`src/design/rlpl_pkg.sv`:
```
`default_nettype none
// ----------------------------------------------------------------------------
// rlpl_pkg : shared types and constants of the route lookup engine
// Route record layout, sequencer states, the scan control bundle and the
// prefix length count used when a route is installed.
// ----------------------------------------------------------------------------
package rlpl_pkg;

    // Field widths fixed by the item format
    localparam int unsigned ADDR_W  = 32;
    localparam int unsigned PORT_W  = 2;
    localparam int unsigned SLOT_W  = 4;
    localparam int unsigned LEN_W   = 6;

    // Number of outgoing interfaces; installs naming a port at or above this are dropped
    localparam int unsigned NUM_PORTS = 4;

    // Operation codes
    localparam logic OP_WRITE  = 1'b0;
    localparam logic OP_LOOKUP = 1'b1;

    // One stored route, prefix length worked out when it is written
    typedef struct packed {
        logic [ADDR_W-1:0] dest;
        logic [ADDR_W-1:0] mask;
        logic [ADDR_W-1:0] gateway;
        logic [PORT_W-1:0] port;
        logic [LEN_W-1:0]  len;
    } t_route;

    // Sequencer states
    typedef enum logic [1:0] {
        ST_IDLE,
        ST_SCAN,
        ST_DRAIN,
        ST_DONE
    } t_state;

    // Control from the sequencer to the match unit
    typedef struct packed {
        logic clear;   // start of a lookup: forget the previous best
        logic eval;    // table read data is valid this cycle
    } t_scan_ctl;

    // Count of one bits in a mask, as a short tree of field sums
    function automatic logic [LEN_W-1:0] ones_in(input logic [ADDR_W-1:0] v);
        logic [ADDR_W-1:0] x;
        x = v - ((v >> 1) & 32'h5555_5555);
        x = (x & 32'h3333_3333) + ((x >> 2) & 32'h3333_3333);
        x = (x + (x >> 4)) & 32'h0F0F_0F0F;
        x = x + (x >> 8);
        x = x + (x >> 16);
        // low byte now holds the full count, at most 32
        return LEN_W'(x);
    endfunction

endpackage
`default_nettype wire

```
`src/design/rlpl_table.sv`:
```
`default_nettype none
// ----------------------------------------------------------------------------
// rlpl_table : route table storage
// Route records sit in a memory with one write port and one registered read port; the
// valid bits are flip-flops cleared by reset.
// ----------------------------------------------------------------------------
module rlpl_table #(
    parameter int unsigned TABLE_DEPTH = 16,
    parameter int unsigned IDX_W       = 4
) (
    input  wire                  i_clk,
    input  wire                  i_rst_n,
    input  wire                  i_wr_en,
    input  wire [IDX_W-1:0]      i_wr_addr,
    input  wire                  i_wr_valid,
    input  wire rlpl_pkg::t_route i_wr_data,
    input  wire                  i_rd_en,
    input  wire [IDX_W-1:0]      i_rd_addr,
    output logic                 o_rd_valid,
    output rlpl_pkg::t_route     o_rd_data
);

    rlpl_pkg::t_route r_mem [TABLE_DEPTH];
    logic             r_valid [TABLE_DEPTH];

    // Record memory: write port and registered read port
    always_ff @(posedge i_clk) begin
        if (i_wr_en) begin
            r_mem[i_wr_addr] <= i_wr_data;
        end
        if (i_rd_en) begin
            o_rd_data <= r_mem[i_rd_addr];
        end
    end

    // Valid bits, cleared at reset
    always_ff @(posedge i_clk) begin
        if (!i_rst_n) begin
            for (int i = 0; i < TABLE_DEPTH; i++) begin
                r_valid[i] <= 1'b0;
            end
            o_rd_valid <= 1'b0;
        end else begin
            if (i_wr_en) begin
                r_valid[i_wr_addr] <= i_wr_valid;
            end
            if (i_rd_en) begin
                o_rd_valid <= r_valid[i_rd_addr];
            end
        end
    end

endmodule
`default_nettype wire

```
`src/design/rlpl_match.sv`:
```
`default_nettype none
// ----------------------------------------------------------------------------
// rlpl_match : shared compare unit
// Checks one route a cycle against the lookup address and keeps the best
// match so far: longest prefix, earliest slot on a tie.
// ----------------------------------------------------------------------------
module rlpl_match #(
    parameter int unsigned IDX_W = 4
) (
    input  wire                          i_clk,
    input  wire                          i_rst_n,
    input  wire rlpl_pkg::t_scan_ctl     i_ctl,
    input  wire [rlpl_pkg::ADDR_W-1:0]   i_addr,
    input  wire                          i_rd_valid,
    input  wire rlpl_pkg::t_route        i_rd_data,
    input  wire [IDX_W-1:0]              i_rd_idx,
    output logic                         o_found,
    output logic [IDX_W-1:0]             o_best_idx,
    output logic [rlpl_pkg::LEN_W-1:0]   o_best_len,
    output logic [rlpl_pkg::ADDR_W-1:0]  o_best_gw,
    output logic [rlpl_pkg::PORT_W-1:0]  o_best_port
);

    logic w_match;
    logic w_take;

    // Masked compare and length compare
    assign w_match = i_rd_valid && ((i_addr & i_rd_data.mask) == i_rd_data.dest);
    assign w_take  = w_match && (!o_found || (i_rd_data.len > o_best_len));

    // Found flag
    always_ff @(posedge i_clk) begin
        if (!i_rst_n) begin
            o_found <= 1'b0;
        end else if (i_ctl.clear) begin
            o_found <= 1'b0;
        end else if (i_ctl.eval && w_take) begin
            o_found <= 1'b1;
        end
    end

    // Best route so far
    always_ff @(posedge i_clk) begin
        if (i_ctl.eval && w_take && !i_ctl.clear) begin
            o_best_idx  <= i_rd_idx;
            o_best_len  <= i_rd_data.len;
            o_best_gw   <= i_rd_data.gateway;
            o_best_port <= i_rd_data.port;
        end
    end

endmodule
`default_nettype wire

```
`src/design/route_longest_prefix_lookup.sv`:
```
`default_nettype none
// ----------------------------------------------------------------------------
// route_longest_prefix_lookup : IPv4 longest prefix match route table
// A write item loads or clears one slot, if the slot and port are in range,
// and goes straight to the done state. A lookup item reads the table one slot
// a cycle through the shared compare unit, the table having a single read
// port, then passes through the drain and done states. Input ready is low
// while an item is in progress; a finished result waits in the done state
// until the output register is empty or being read, and the next item is
// taken once the result has been loaded there. Every item gives exactly one
// result; writes give an all-zero result.
// ----------------------------------------------------------------------------
module route_longest_prefix_lookup #(
    parameter int unsigned TABLE_DEPTH = 16
) (
    input  wire                                i_clk,
    input  wire                                i_rst_n,
    input  wire                                i_valid,
    output logic                               o_ready,
    input  wire                                i_operation,
    input  wire [rlpl_pkg::SLOT_W-1:0]         i_entry_index,
    input  wire                                i_entry_valid,
    input  wire [rlpl_pkg::ADDR_W-1:0]         i_entry_dest,
    input  wire [rlpl_pkg::ADDR_W-1:0]         i_entry_mask,
    input  wire [rlpl_pkg::ADDR_W-1:0]         i_entry_gateway,
    input  wire [rlpl_pkg::PORT_W-1:0]         i_entry_port,
    input  wire [rlpl_pkg::ADDR_W-1:0]         i_lookup_addr,
    output logic                               o_valid,
    input  wire                                i_ready,
    output logic                               o_hit,
    output logic [rlpl_pkg::SLOT_W-1:0]        o_matched_index,
    output logic [rlpl_pkg::ADDR_W-1:0]        o_next_hop,
    output logic [rlpl_pkg::PORT_W-1:0]        o_out_port,
    output logic [rlpl_pkg::LEN_W-1:0]         o_prefix_length
);

    localparam int unsigned IDX_W = (TABLE_DEPTH > 1) ? $clog2(TABLE_DEPTH) : 1;
    localparam logic [IDX_W-1:0] LAST_IDX = IDX_W'(TABLE_DEPTH - 1);

    rlpl_pkg::t_state    r_state, n_state;
    logic [IDX_W-1:0]    r_cnt, n_cnt;
    logic                r_lookup, n_lookup;
    logic [rlpl_pkg::ADDR_W-1:0] r_addr;
    logic [IDX_W-1:0]    r_rd_idx;
    logic                r_rd_pend;

    logic                w_accept;
    logic                w_wr_en;
    logic                w_rd_en;
    logic                w_load;
    rlpl_pkg::t_route    w_wr_data;
    rlpl_pkg::t_scan_ctl w_ctl;

    logic                w_rd_valid;
    rlpl_pkg::t_route    w_rd_data;
    logic                w_found;
    logic [IDX_W-1:0]    w_best_idx;
    logic [rlpl_pkg::LEN_W-1:0]  w_best_len;
    logic [rlpl_pkg::ADDR_W-1:0] w_best_gw;
    logic [rlpl_pkg::PORT_W-1:0] w_best_port;

    assign o_ready  = (r_state == rlpl_pkg::ST_IDLE);
    assign w_accept = i_valid && o_ready;

    // Write filtering: slot in range, and a valid port when installing
    assign w_wr_en = w_accept && (i_operation == rlpl_pkg::OP_WRITE)
                     && (32'(i_entry_index) < TABLE_DEPTH)
                     && (!i_entry_valid
                         || (32'(i_entry_port) < rlpl_pkg::NUM_PORTS));

    always_comb begin
        w_wr_data.dest    = i_entry_dest;
        w_wr_data.mask    = i_entry_mask;
        w_wr_data.gateway = i_entry_gateway;
        w_wr_data.port    = i_entry_port;
        w_wr_data.len     = rlpl_pkg::ones_in(i_entry_mask);
    end

    // Sequencer: next state and controls
    always_comb begin
        n_state   = r_state;
        n_cnt     = r_cnt;
        n_lookup  = r_lookup;
        w_rd_en   = 1'b0;
        w_load    = 1'b0;
        w_ctl.clear = 1'b0;
        w_ctl.eval  = r_rd_pend;
        case (r_state)
            rlpl_pkg::ST_IDLE: begin
                if (w_accept) begin
                    n_lookup = (i_operation == rlpl_pkg::OP_LOOKUP);
                    n_cnt    = '0;
                    if (i_operation == rlpl_pkg::OP_LOOKUP) begin
                        w_ctl.clear = 1'b1;
                        n_state     = rlpl_pkg::ST_SCAN;
                    end else begin
                        n_state = rlpl_pkg::ST_DONE;
                    end
                end
            end
            rlpl_pkg::ST_SCAN: begin
                w_rd_en = 1'b1;
                n_cnt   = r_cnt + 1'b1;
                if (r_cnt == LAST_IDX) begin
                    n_state = rlpl_pkg::ST_DRAIN;
                end
            end
            rlpl_pkg::ST_DRAIN: begin
                n_state = rlpl_pkg::ST_DONE;
            end
            rlpl_pkg::ST_DONE: begin
                if (!o_valid || i_ready) begin
                    w_load  = 1'b1;
                    n_state = rlpl_pkg::ST_IDLE;
                end
            end
            default: begin
                n_state = rlpl_pkg::ST_IDLE;
            end
        endcase
    end

    // Sequencer registers
    always_ff @(posedge i_clk) begin
        if (!i_rst_n) begin
            r_state   <= rlpl_pkg::ST_IDLE;
            r_cnt     <= '0;
            r_lookup  <= 1'b0;
            r_rd_pend <= 1'b0;
        end else begin
            r_state   <= n_state;
            r_cnt     <= n_cnt;
            r_lookup  <= n_lookup;
            r_rd_pend <= w_rd_en;
        end
    end

    // Lookup address and slot of the read in flight
    always_ff @(posedge i_clk) begin
        if (w_accept) begin
            r_addr <= i_lookup_addr;
        end
        if (w_rd_en) begin
            r_rd_idx <= r_cnt;
        end
    end

    rlpl_table #(
        .TABLE_DEPTH (TABLE_DEPTH),
        .IDX_W       (IDX_W)
    ) u_table (
        .i_clk      (i_clk),
        .i_rst_n    (i_rst_n),
        .i_wr_en    (w_wr_en),
        .i_wr_addr  (IDX_W'(i_entry_index)),
        .i_wr_valid (i_entry_valid),
        .i_wr_data  (w_wr_data),
        .i_rd_en    (w_rd_en),
        .i_rd_addr  (r_cnt),
        .o_rd_valid (w_rd_valid),
        .o_rd_data  (w_rd_data)
    );

    rlpl_match #(
        .IDX_W (IDX_W)
    ) u_match (
        .i_clk       (i_clk),
        .i_rst_n     (i_rst_n),
        .i_ctl       (w_ctl),
        .i_addr      (r_addr),
        .i_rd_valid  (w_rd_valid),
        .i_rd_data   (w_rd_data),
        .i_rd_idx    (r_rd_idx),
        .o_found     (w_found),
        .o_best_idx  (w_best_idx),
        .o_best_len  (w_best_len),
        .o_best_gw   (w_best_gw),
        .o_best_port (w_best_port)
    );

    // Output valid
    always_ff @(posedge i_clk) begin
        if (!i_rst_n) begin
            o_valid <= 1'b0;
        end else if (w_load) begin
            o_valid <= 1'b1;
        end else if (i_ready) begin
            o_valid <= 1'b0;
        end
    end

    // Output item: all zero for writes and misses
    always_ff @(posedge i_clk) begin
        if (w_load) begin
            if (r_lookup && w_found) begin
                o_hit           <= 1'b1;
                o_matched_index <= rlpl_pkg::SLOT_W'(w_best_idx);
                o_next_hop      <= (w_best_gw != '0) ? w_best_gw : r_addr;
                o_out_port      <= w_best_port;
                o_prefix_length <= w_best_len;
            end else begin
                o_hit           <= 1'b0;
                o_matched_index <= '0;
                o_next_hop      <= '0;
                o_out_port      <= '0;
                o_prefix_length <= '0;
            end
        end
    end

endmodule
`default_nettype wire
```
`config.mk`:
```
export PLATFORM = sky130hd
export DESIGN_NAME = route_longest_prefix_lookup
export DESIGN_NICKNAME = d
export VERILOG_FILES = /design/src/design/rlpl_pkg.sv /design/src/design/rlpl_table.sv /design/src/design/rlpl_match.sv /design/src/design/route_longest_prefix_lookup.sv
export SDC_FILE = /design/constraint.sdc
export NUM_CORES = 2
export LEC_CHECK = 0
export BUFFER_PORTS_ARGS = -buffer_cell sky130_fd_sc_hd__buf_2
export CORE_ASPECT_RATIO = 1.1
export CORE_MARGIN = 2
export CORE_UTILIZATION = 56
export CTS_CLUSTER_DIAMETER = 40
export CTS_CLUSTER_SIZE = 30
export DETAILED_ROUTE_END_ITERATION = 16
export HOLD_SLACK_MARGIN = 0.02
export PLACE_DENSITY_LB_ADDON = 0.2
export SLEW_MARGIN = 10
export SYNTH_ARGS = -nofsm -noshare
export SYNTH_HDL_FRONTEND = slang
export SYNTH_SLANG_ARGS = --single-unit
```
`constraint.sdc`:
```
create_clock -name i_clk -period 10.43 [get_ports i_clk]
set_input_delay 2.086 -clock i_clk [delete_from_list [all_inputs] [get_ports i_clk]]
set_output_delay 2.086 -clock i_clk [all_outputs]
set_load 0.1 [all_outputs]
```
==> reports/qor.csv <==
metric;value;unit
grt_start_max_net_pins;150;
cts_max_level;4;
cts_buffers;181;
drc;0;
synth-seq-area-share;76.87;%
synth_warnings;0;
die_w;352.1;microns
hold_slack;0.4146;ns
fin_crit;7.429;ns
fin_skew;0.03819;ns
ios;187;
slew_violations;0;
grt_pass1_wl;251000;microns
fp.dieH;386.9;microns
cts_resized;0;
seq_area;57400;sq um
hold_class;reg -> reg;
synth_nets;3439;
rsz0062_at_grt;false;
reg2reg_slack;6.12;ns
async_reset_ff_share;0;%
dr.pass1.iters;6;
power.density;241.2;nW/um^2
n_fill_cell;8662;
grt_use_total;26.03;%
fin_cells;5433;
period_share;71.22;%
hpwl;92540;microns
dr.first_iter.drc_count;4244;
post_cts_buffers;0;
synth_top_area_cell;edfxtp_1;
r2r_cells;8;
ys_ff_latch;1920;
path_delay_family;adder cells;
cts_tree;yes;
die-area;136300;sq um
clockRootBuffer;clkbuf_16;
multiInputGateArea;16380;sq um
whs_path_depth;0;
clk_pin_slew_worst_paths;0.08;ns
ant_nets;0;
slowest_stage;xnor2_1;
setup_viol;0;
worstPathRequired;10.89;ns
vias_per_cell;6.460;
crit_fanout;18;
cts.sinks;1920;
hold_viol;0;
ys.flop_type;edfxtp_1;
setup_tns;0;ns
peakVddDrop;0.0003962;V
dpl_cell_area;77730;sq um
initial_core_util;56.38;%
fmax;134.6;MHz
synth_top_area_share;76.14;%
synth-edff-count;1893;
clock_path_buffers;3;
routedWlPerCell;32.50;microns
leakage;0.02649;uW
grt_pass1_vias;35250;
dpl.cell_count;5085;
worstReg2RegStart;r_state[1];
worstMarginPinSlew;1.149;ns
vias;35100;
final_layout_size_suffix_gt1_share;28.27;%
r2r-end;u_table.r_mem[8][32];
max_slew_margin;22.85;%
crit_chain;buf_2, inv_1, ha_1, inv_1, o2111a_1, a211oi_1, o21ai_1, a21oi_1, o21ai_0, xnor2_1, fa_1, fa_1, fa_1, inv_1, fa_1, inv_1, a21o_1, a21oi_1, xnor2_1;
drt-total-wl;176600;microns
area_growth;12.64;%
outcome;complete, no violations;
min_to;u_match.o_best_gw[8];
crit_buf_inv;5;
cpPeakStageDelay;0.80;ns
clk_latency;0.83;ns
yosys.cell_count.top_type;edfxtp_1;
antenna_found_initial;30;
final_nets;3732;
syn_area;74660;sq um
critical_path_class;in -> reg;
final_cell_area;84100;sq um
io_buffers;186;
cap_violations;0;
synthCells;3200;
rows;140;
worst_hold_startpoint;u_table.o_rd_data[16];
arrival;7.89;ns
gp_congestion;0.8784;
cp-end-kind;flip-flop;
synth.area.top_cells;edfxtp_1 76%, mux4_2 13%, mux4_1 3.0%, ha_1 1.4%, dfxtp_1 0.72%;
cp-start-kind;input pin;
synth.distinct_cells;56;
synth_commonest_cells;1893 x edfxtp_1, 439 x mux4_2, 86 x mux4_1;
ctsHoldBuffers;0;
avgSynthCellArea;23.33;sq um
core_area;132400;sq um
grt.overflow.total;0;
## cell type report
type / instances / area share [%]
diodes: 7 / 0.02083
well taps: 1775 / 2.641
multi-input cells: 1083 / 19.47
flip-flops and latches: 1920 / 68.25
clock inverters: 146 / 1.970
inverters: 67 / 0.2990
clock buffers: 195 / 5.575
repair buffers: 240 / 1.768
## worst max-delay path by stage
stage | from | to | slack (ns) | depth (start not counted)
floorplan | i_valid | u_table.r_mem[1][0] | 2.88 | 4
global placement | i_entry_mask[9] | u_table.r_mem[0][4] | 2.55 | 19
detailed placement | i_entry_mask[5] | u_table.r_mem[1][4] | 2.24 | 19
CTS | i_entry_mask[5] | u_table.r_mem[5][4] | 3.12 | 19
global route | i_entry_mask[9] | u_table.r_mem[5][4] | 2.68 | 19
finish | i_entry_mask[5] | u_table.r_mem[5][4] | 3.00 | 19
## flip-flops by register name, indices dropped and copies added (netlist names), 4 cells and up
signal	count
r_addr	32
o_next_hop	32
u_match.o_best_idx	4
u_table.o_rd_data	104
u_table.r_mem	1664
r_rd_idx	4
u_table.r_valid	16
u_match.o_best_gw	32
o_prefix_length	6
u_match.o_best_len	6
o_matched_index	4
r_cnt	4
## placed cells by master, fill, tap and decap left out, types with 7 or more instances in the layout
master / count
clkinv_2: 12
inv_6: 29
nand4_1: 14
bufinv_16: 11
nor2_1: 62
fa_1: 15
buf_4: 42
buf_2: 186
clkinv_8: 18
mux2i_1: 7
a21oi_1: 58
nor4_1: 16
edfxtp_1: 1893
nor2b_1: 14
inv_1: 67
nand2b_1: 10
clkinv_1: 9
o21ai_0: 28
diode_2: 7
mux4_1: 86
inv_8: 25
nor2_4: 12
mux4_2: 439
a21boi_0: 15
buf_12: 12
clkbuf_16: 186
and3_1: 9
clkinv_4: 16
clkinvlp_4: 19
dfxtp_1: 23
xnor2_1: 49
ha_1: 83
nand2_1: 72
xor2_1: 19
a21o_1: 17
clkbuf_1: 9
## through the flow
stage	utilization (%)	setup slack, ns	total power [uW]
2_1_floorplan	-	2.880	12600
3_3_place_gp	58.70	2.555	13410
3_5_place_dp	58.70	2.242	13600
4_1_cts	63.49	3.120	20380
5_1_grt	63.50	2.676	20900
6_report	63.50	3.001	20280
## routing by layer
metal | vias up | part of all wire, % | GRT usage (%)
met1 | 18730 | 40 | 37.86
met4 | 30 | 2.5 | 7.179
met5 | - | 0.11 | 0
met3 | 307 | 9.1 | 5.371
li1 | 14200 | - | -
met2 | 1826 | 48 | 40.84
## cell families after synthesis
logic type,Yosys count,synth area share [%]
adders and majority gates,99,1.810
buffers and inverters,197,1.435
AOI/OAI and AO/OA,146,1.222
xor gates and xnor gates,68,0.7977
DFF,1920,76.87
muxes,532,16.36
and+or+nand+nor,238,1.507
## where the power goes
part | switching, uW | internal, uW | total [uW] | leakage, uW
sequential | 214 | 9770 | 9990 | 0.0173
combinational | 2180 | 1270 | 3450 | 0.00612
clock | 3140 | 3700 | 6850 | 0.00305
(Power assumes the default switching activity.)
